**config.mk**
```make
export PLATFORM = sky130hd
export DESIGN_NAME = framed_setpoint_command_parser_unit
export DESIGN_NICKNAME = d
export VERILOG_FILES = /design/src/fscp_pkg.sv /design/src/framed_setpoint_command_parser_unit.sv /design/src/fscp_parse.sv /design/src/fscp_out_reg.sv
export VERILOG_INCLUDE_DIRS = /design/src /design/src/src
export SDC_FILE = /design/constraint.sdc
export NUM_CORES = 1
export LEC_CHECK = 0
export BUFFER_PORTS_ARGS = -buffer_cell sky130_fd_sc_hd__buf_2
export CAP_MARGIN = 20
export CORE_MARGIN = 4
export CORE_UTILIZATION = 61
export DETAILED_ROUTE_END_ITERATION = 16
export PLACE_DENSITY_LB_ADDON = 0.08
export SLEW_MARGIN = 20
export SYNTH_ARGS = -nofsm -noshare
export SYNTH_HDL_FRONTEND = slang
export SYNTH_HIERARCHICAL = 1
export SYNTH_SLANG_ARGS = --single-unit
```
**constraint.sdc**
```tcl
create_clock -name clk -period 4.2 [get_ports clk]
set_input_delay 0 -clock clk [delete_from_list [all_inputs] [get_ports clk]]
set_output_delay 0 -clock clk [all_outputs]
set_load 0.005 [all_outputs]
```
**src/framed_setpoint_command_parser_unit_assert.svh**
```systemverilog
// assertion macros used by the parser top level
`ifndef FRAMED_SETPOINT_COMMAND_PARSER_UNIT_ASSERT_SVH
`define FRAMED_SETPOINT_COMMAND_PARSER_UNIT_ASSERT_SVH

// same-cycle implication, checked outside reset
`define FSCP_ASSERT_NOW(label, ante, cons, msg) \
	label: assert property (@(posedge clk) disable iff (!arst_n) (ante) |-> (cons)) \
		else $error(msg);

// next-cycle implication, checked outside reset
`define FSCP_ASSERT_NEXT(label, ante, cons, msg) \
	label: assert property (@(posedge clk) disable iff (!arst_n) (ante) |=> (cons)) \
		else $error(msg);

`endif

```
**src/fscp_pkg.sv**
```systemverilog
package fscp_pkg;

	// framing bytes
	localparam logic [7:0] CH_START = 8'h78;
	localparam logic [7:0] CH_END   = 8'h79;
	localparam logic [7:0] CH_PLUS  = 8'h2B;
	localparam logic [7:0] CH_MINUS = 8'h2D;
	localparam logic [7:0] CH_SPACE = 8'h20;
	localparam logic [7:0] CH_TAB   = 8'h09;
	localparam logic [7:0] CH_CR    = 8'h0D;
	localparam logic [7:0] CH_ZERO  = 8'h30;
	localparam logic [7:0] CH_NINE  = 8'h39;

	// keyword geometry
	localparam int KW_COUNT = 7;
	localparam int KW_LEN   = 8;

	// keyword table, one row per setpoint
	localparam logic [7:0] KEYWORDS [KW_COUNT][KW_LEN] = '{
		'{8'h7A, 8'h61, 8'h64, 8'h5F, 8'h74, 8'h65, 8'h6D, 8'h70},  // setpoint 0
		'{8'h7A, 8'h61, 8'h64, 8'h5F, 8'h66, 8'h6F, 8'h74, 8'h31},  // setpoint 1
		'{8'h7A, 8'h61, 8'h64, 8'h5F, 8'h66, 8'h6F, 8'h74, 8'h32},  // setpoint 2
		'{8'h7A, 8'h61, 8'h64, 8'h5F, 8'h73, 8'h76, 8'h6A, 8'h65},  // setpoint 3
		'{8'h7A, 8'h61, 8'h64, 8'h5F, 8'h67, 8'h72, 8'h69, 8'h6A},  // setpoint 4
		'{8'h7A, 8'h61, 8'h64, 8'h5F, 8'h73, 8'h61, 8'h74, 8'h69},  // setpoint 5
		'{8'h7A, 8'h61, 8'h64, 8'h5F, 8'h6D, 8'h69, 8'h6E, 8'h75}   // setpoint 6
	};

	// result codes
	typedef enum logic [1:0] {
		OUT_STORED   = 2'd0,
		OUT_UNKNOWN  = 2'd1,
		OUT_OVERFLOW = 2'd2
	} outcome_t;

	// number scanner phases
	typedef enum logic [1:0] {
		PH_SPACE  = 2'd0,
		PH_SIGN   = 2'd1,
		PH_DIGITS = 2'd2,
		PH_DONE   = 2'd3
	} phase_t;

	// one result word
	typedef struct packed {
		logic [15:0] setpoint_value;
		logic [2:0]  setpoint_index;
		outcome_t    outcome;
	} result_t;

endpackage

```
**src/framed_setpoint_command_parser_unit.sv**
```systemverilog
// framed setpoint command parser
// input stream: one received serial byte per word on s_tdata[7:0]
// bytes before an 'x' are dropped; bytes up to the closing 'y' form the body
// body chars 1..8 select one of seven keywords, char 9 is skipped, char 10 on
// is read as a decimal number with optional whitespace and sign
// output stream: one word per closed non-empty frame, carrying outcome,
// setpoint index and the value (zero unless the setpoint was stored)
// throughput: one byte per cycle unless a closing byte waits on a full result
// register; each byte passes one input register and one combinational parse
// step into the result register
// reset: clears the frame state to waiting for 'x' and empties both registers
// stall: while a result waits on m_tready, bytes are still taken into the
// input register; bytes that close no frame keep flowing, and a closing byte
// holds the input side until the result register drains
module framed_setpoint_command_parser_unit #(
	parameter int BUFFER_SIZE = 80,
	parameter int VALUE_WIDTH = 16
) (
	input  logic        clk,
	input  logic        arst_n,
	input  logic        s_tvalid,
	output logic        s_tready,
	input  logic [7:0]  s_tdata,   // rx_byte[7:0]
	output logic        m_tvalid,
	input  logic        m_tready,
	output logic [23:0] m_tdata    // outcome[1:0], setpoint_index[4:2], setpoint_value[20:5]
);
	import fscp_pkg::*;

	logic       valid_s1;
	logic [7:0] byte_s1;
	logic       advance, produce, out_free;
	logic       word_stored;
	result_t    result;

	// stage 1 moves on unless it closes a frame into a full result slot
	assign advance  = valid_s1 && (!produce || out_free);
	assign s_tready = !valid_s1 || advance;

	// input register
	always_ff @(posedge clk or negedge arst_n) begin
		if (!arst_n) begin
			valid_s1 <= 1'b0;
		end else if (s_tready) begin
			valid_s1 <= s_tvalid;
		end
	end

	always_ff @(posedge clk) begin
		if (s_tvalid && s_tready) byte_s1 <= s_tdata;
	end

	fscp_parse #(
		.BUFFER_SIZE(BUFFER_SIZE),
		.VALUE_WIDTH(VALUE_WIDTH)
	) u_parse (
		.clk     (clk),
		.arst_n  (arst_n),
		.valid   (valid_s1),
		.en      (advance),
		.rx_byte (byte_s1),
		.produce (produce),
		.result  (result)
	);

	fscp_out_reg u_out (
		.clk      (clk),
		.arst_n   (arst_n),
		.load     (advance && produce),
		.result   (result),
		.free     (out_free),
		.m_tvalid (m_tvalid),
		.m_tready (m_tready),
		.m_tdata  (m_tdata)
	);

	// outgoing word reports a stored setpoint
	assign word_stored = (m_tdata[1:0] == OUT_STORED);

	`include "framed_setpoint_command_parser_unit_assert.svh"

	`FSCP_ASSERT_NEXT(a_result_lands, advance && produce, m_tvalid, "closed frame lost its result")
	`FSCP_ASSERT_NEXT(a_s1_holds, valid_s1 && !advance, valid_s1 && $stable(byte_s1), "byte lost")
	`FSCP_ASSERT_NOW(a_value_zero, m_tvalid && !word_stored, m_tdata[20:2] == '0, "stray value")
	`FSCP_ASSERT_NOW(a_no_idle_result, !valid_s1, !produce, "result without a byte")

endmodule

```
**src/fscp_parse.sv**
```systemverilog
module fscp_parse #(
	parameter int BUFFER_SIZE = 80,
	parameter int VALUE_WIDTH = 16
) (
	input  logic            clk,
	input  logic            arst_n,
	input  logic            valid,
	input  logic            en,
	input  logic [7:0]      rx_byte,
	output logic            produce,
	output fscp_pkg::result_t result
);
	import fscp_pkg::*;

	localparam int PW = $clog2(BUFFER_SIZE + 1);
	localparam logic [PW-1:0] BUF_LIMIT = PW'(BUFFER_SIZE);
	localparam logic [PW-1:0] POS_KW    = PW'(KW_LEN);

	logic                   in_frame_q, in_frame_d;
	logic [PW-1:0]          pos_q, pos_d;
	logic [KW_COUNT-1:0]    cand_q, cand_d;
	phase_t                 phase_q, phase_d;
	logic                   neg_q, neg_d;
	logic [VALUE_WIDTH-1:0] acc_q, acc_d;

	logic [KW_COUNT-1:0]    match;
	logic                   is_digit, is_space, is_sign;
	logic [VALUE_WIDTH-1:0] acc_step, acc_signed;
	logic [31:0]            value_wide;
	logic [2:0]             idx;

	// per-keyword compare of the current character
	always_comb begin
		for (int k = 0; k < KW_COUNT; k++) begin
			match[k] = (KEYWORDS[k][pos_q[2:0]] == rx_byte);
		end
	end

	// character classes and decimal step
	assign is_digit = (rx_byte >= CH_ZERO) && (rx_byte <= CH_NINE);
	assign is_space = (rx_byte == CH_SPACE) || ((rx_byte >= CH_TAB) && (rx_byte <= CH_CR));
	assign is_sign  = (rx_byte == CH_PLUS) || (rx_byte == CH_MINUS);
	assign acc_step = (acc_q << 3) + (acc_q << 1) + VALUE_WIDTH'(rx_byte[3:0]);

	// signed value, zero-extended then cut to the reported width
	assign acc_signed = neg_q ? (VALUE_WIDTH'(0) - acc_q) : acc_q;
	assign value_wide = 32'(acc_signed);

	// lowest surviving keyword wins
	always_comb begin
		idx = 3'd0;
		for (int k = KW_COUNT - 1; k >= 0; k--) begin
			if (cand_q[k]) idx = 3'(k);
		end
	end

	// frame state and result
	always_comb begin
		in_frame_d = in_frame_q;
		pos_d      = pos_q;
		cand_d     = cand_q;
		phase_d    = phase_q;
		neg_d      = neg_q;
		acc_d      = acc_q;
		produce    = 1'b0;
		result     = '0;
		// closing byte of a non-empty body yields one word
		if (valid && in_frame_q && (rx_byte == CH_END) && (pos_q != '0)) begin
			produce = 1'b1;
			if (pos_q >= BUF_LIMIT) begin
				result.outcome = OUT_OVERFLOW;
			end else if ((pos_q < POS_KW) || (cand_q == '0)) begin
				result.outcome = OUT_UNKNOWN;
			end else begin
				result.outcome        = OUT_STORED;
				result.setpoint_index = idx;
				result.setpoint_value = value_wide[15:0];
			end
		end
		if (en) begin
			if (!in_frame_q) begin
				if (rx_byte == CH_START) in_frame_d = 1'b1;
			end else if (rx_byte != CH_END) begin
				if (pos_q < POS_KW) begin
					cand_d = cand_q & match;
				end else if ((pos_q > POS_KW) && (pos_q < BUF_LIMIT)) begin
					case (phase_q)
						PH_DONE: ;
						PH_SPACE: begin
							if (is_sign) begin
								neg_d   = (rx_byte == CH_MINUS);
								phase_d = PH_SIGN;
							end else if (is_digit) begin
								acc_d   = acc_step;
								phase_d = PH_DIGITS;
							end else if (!is_space) begin
								phase_d = PH_DONE;
							end
						end
						default: begin
							if (is_digit) begin
								acc_d   = acc_step;
								phase_d = PH_DIGITS;
							end else begin
								phase_d = PH_DONE;
							end
						end
					endcase
				end
				if (pos_q < BUF_LIMIT) pos_d = pos_q + PW'(1);
			end else begin
				// closing byte: start over
				in_frame_d = 1'b0;
				pos_d      = '0;
				cand_d     = '1;
				phase_d    = PH_SPACE;
				neg_d      = 1'b0;
				acc_d      = '0;
			end
		end
	end

	// frame state registers
	always_ff @(posedge clk or negedge arst_n) begin
		if (!arst_n) begin
			in_frame_q <= 1'b0;
			pos_q      <= '0;
			cand_q     <= '1;
			phase_q    <= PH_SPACE;
			neg_q      <= 1'b0;
			acc_q      <= '0;
		end else begin
			in_frame_q <= in_frame_d;
			pos_q      <= pos_d;
			cand_q     <= cand_d;
			phase_q    <= phase_d;
			neg_q      <= neg_d;
			acc_q      <= acc_d;
		end
	end

endmodule

```
**src/fscp_out_reg.sv**
```systemverilog
module fscp_out_reg (
	input  logic              clk,
	input  logic              arst_n,
	input  logic              load,
	input  fscp_pkg::result_t result,
	output logic              free,
	output logic              m_tvalid,
	input  logic              m_tready,
	output logic [23:0]       m_tdata   // outcome[1:0], setpoint_index[4:2], setpoint_value[20:5]
);
	import fscp_pkg::*;

	logic    valid_q;
	result_t data_q;

	// slot can take a new word when empty or being drained
	assign free = !valid_q || m_tready;

	// valid flag
	always_ff @(posedge clk or negedge arst_n) begin
		if (!arst_n) begin
			valid_q <= 1'b0;
		end else if (free) begin
			valid_q <= load;
		end
	end

	// result word
	always_ff @(posedge clk) begin
		if (free && load) data_q <= result;
	end

	assign m_tvalid = valid_q;
	assign m_tdata  = {3'b000, data_q};

endmodule

```
==> metrics.md <==
| Metric | Value |
|---|---|
| Worst Skew | 11.1 ps |
| Worst Max-Slew Pin Slew | 842 ps |
| Max incr delay on CP | 780 ps |
| Initial antenna violation count | 0 |
| Clock power share | between 20% and 30% |
| Yosys Warn Count | 6 |
| CP startpoint kind | flop |
| Crit path time final | about 3500 ps |
| Critical Path Source | u_parse/pos_q[4] |
| Setup_tns | 0 ps |
| Normalized max-slew margin | between 40% and 50% |
| Cts-stage hold buffer count | 11 |
| H-tree levels | 3 |
| Final period util | a little over four fifths |
| Count of different cell masters after synthesis | 68 |
| Switching part of the total | 38.8% |
| I/O pin count | 38 |
| Post-DP HPWL | 7170 um |
| P_sw | 819 uW |
| Leakage | approximately 0.0024 uW |
| DIE HEIGHT | 95.0 um |
| Syn Std Cell Area | 4610 um2 |
| Via count | approximately 3600 |
| Flop pwr share | 40.9% |
| Unrepaired setup endpoints after global routing | no |
| Post-route design area | 5090 um2 |
| Worst path slowest cell | nor4_1 |
| CP Class | flop to flop |
| Row count | 31 |
| Crit path cell chain | nor4_1 > a31oi_4 > a21boi_0 > and2_0 > nand2_2 > a2111oi_4 > o21ai_4 > a32o_1 |
| GP Congestion | 0.890 |
| CORE AREA | 7290 um2 |
| Clock Latency Late Sink | 350 ps |
| Worst path bufs/invs | 0 |
| Cell Pwr Density | 414 nW/um2 |
| Final setup violation count | 0 |
| Initial DRC count | 157 |
| FMAX | 282 MHz |
| Max-Cap Viols | 0 |
| Starting density of the core | a little over three fifths |
| Synthesized instance count | 478 |
| Slew Viols, Final | 0 |
| Detail Route Antenna Nets | 0 |
| Internal | 1290 uW |
| Min-Delay Path Class | input port to asynchronous set/reset pin |
| Wire per inst | 15.4 um |
| Area Overhead vs Synth | 10.4% |
| Die Span X | between 90 and 100 um |
| Hold_ws | 273 ps |
| CP arrival | 3770 ps |
| Share of cells above drive strength 1 | around 15% |
| Sequential area share after synthesis | 38.6% |
| # DRC | 0 |
| CP Data Required Time | 4430 ps |
| Async S/R FF share, synth | 55.4% |
| Logic pwr share | 37.2% |
| TritonCTS clock tree | yes |
| GR Overflow Total | 0 |
| Via density | approximately 5.7 |
| Status | finished clean |
| Clock slew at reported path FFs | 80 ps |
| CTS buffer count | 9 |
| Total power | 2110 uW |
| Largest net degree at the start of global routing | 37 |
| Setup crit end kind | flop |
| Post-CTS Setup Repair Bufs | 0 |
| Clk sink count | 65 |
| Drt pass-1 iters | 5 |
| Fin nets | 567 |
| Final Hold Fails | 0 |
| Peak supply drop | 0.264 mV |
| Max FO, Critical Path | 16 |
| Placed Area | 4810 um2 |
| FF-to-FF Start | u_parse/pos_q[4] |
| Die ar. | ~9000 um2 |
| #FFs+latches synth | 65 |
| Syn_area_per_cell | 9.65 um2 |
| Post_cts resized | 0 |
| Number of port buffers | 34 |
| Main synth FF type | edfxtp_1 |
| Clock root buffer | clkbuf_8 |
| EDFF count, synth | 29 |
| Clock Path Buffers | 2 |
| Global-route wire length before repair | 16200 um |
| Diode count | 0 |
| Largest delay share family, worst path | compound AO/OA/AOI/OAI gates |
| GRT Util Overall | 23.3% |
| Vias in the first global route | roughly 3400 |
| Routed Wire Length | 9590 um |
[per-layer routing]
metal | up-vias | wire, um | GRT usage (%)
met5 | - | 0 | 0
met4 | 0 | 127 | 7.45
met3 | 14 | 555 | 5.50
met2 | 111 | 4080 | 34.5
met1 | 1659 | 4830 | 33.6
li1 | 1788 | - | -
[power groups by stage]
stage / clock, uW / sequential (uW) / combinational [uW]
floorplan: 0 / 827 / 656
global placement: 0 / 868 / 753
detailed placement: 0 / 874 / 757
CTS: 474 / 861 / 769
global route: 508 / 876 / 864
finish: 463 / 862 / 784
[cell families (layout without fill, tap and decap cells)]
kind of cell	count (synthesis)	after routing	share of synthesized area, %
and+or+nand+nor	157	157	18.0
AOI/OAI and AO/OA	112	112	16.8
DFF	65	65	38.6
xor gates and xnor gates	55	55	10.4
buffers and inverters	47	90	4.83
adders and majority gates	37	37	10.4
muxes	4	4	0.895
other	1	3	0.0813
[stage by stage]
stage / instances / utilization, % / worst slack, ps
global route: 622 / 69.8 / 377
detailed placement: 595 / 66.0 / 743
finish: 622 / 69.8 / 659
global placement: 595 / 66.0 / 859
CTS: 622 / 69.8 / 695
floorplan: 480 / - / 1260
[synth_stat cells (all sizes together) (5+ instances only)]
master / instances / share of area, %
buf: 13 / 2.1
xor2: 36 / 6.8
o31ai: 6 / 0.98
a21oi: 27 / 2.9
o21ai: 33 / 4.1
nand3: 13 / 1.8
clkbuf: 8 / 0.65
nand2b: 7 / 1.1
and3: 6 / 0.95
nand4: 6 / 0.81
nor3: 8 / 0.87
xnor2: 19 / 3.6
nor2: 52 / 4.2
a21o: 9 / 1.5
and2: 5 / 0.79
nor4: 6 / 0.95
o22ai: 6 / 0.81
dfstp: 7 / 4.0
inv: 26 / 2.1
dfrtp: 29 / 16
edfxtp: 29 / 19
ha: 35 / 9.5
nand2: 34 / 2.8
nor2b: 6 / 0.81
a31oi: 7 / 1.3
[layout make-up]
| type | count | area, um2 |
|---|---|---|
| fillers | 600 | 2200 |
| repair buffers | 48 | 303 |
| multi-input cells | 368 | 2620 |
| inverters | 26 | 97.6 |
| flip-flops and latches | 65 | 1780 |
| well taps | 99 | 124 |
| clock inverters | 6 | 42.5 |
| clock buffers | 10 | 128 |
[layout by cell type, fill, tap and decap left out, types with 11 or more instances in the layout]
cell type      Yosys  final
dfrtp_1           29     29
ha_1              35     35
nand3_1           11     11
nand2_1           33     33
xor2_1            36     36
buf_2              4     34
o21ai_0           21     21
dlygate4sd3_1      0     11
nor2_1            52     52
a21oi_1           27     27
edfxtp_1          29     29
xnor2_1           19     19
inv_1             25     25
[final timing paths]
kind                                     end  slack [ps]  cells after the start
max                         u_parse/acc_q[4]         660                      8
min                         u_parse/pos_q[1]         270                      2
max reg2reg                 u_parse/acc_q[4]         660                      8
min reg2reg                u_parse/cand_q[6]         510                      2
max in group asynchronous   u_parse/acc_q[6]        3400                      2
min in group clk                  byte_s1[5]         360                      2
[sequential cells by signal, indices dropped and copies added, names as in the netlist]
register,flops
byte_s1,8
u_out/m_tdata,21
u_out/m_tvalid,1
u_parse/acc_q,16
u_parse/cand_q,7
u_parse/in_frame_q,1
u_parse/neg_q,1
u_parse/phase_q,2
u_parse/pos_q,7
valid_s1,1
Note: power is estimated with default switching activity, not from simulation.
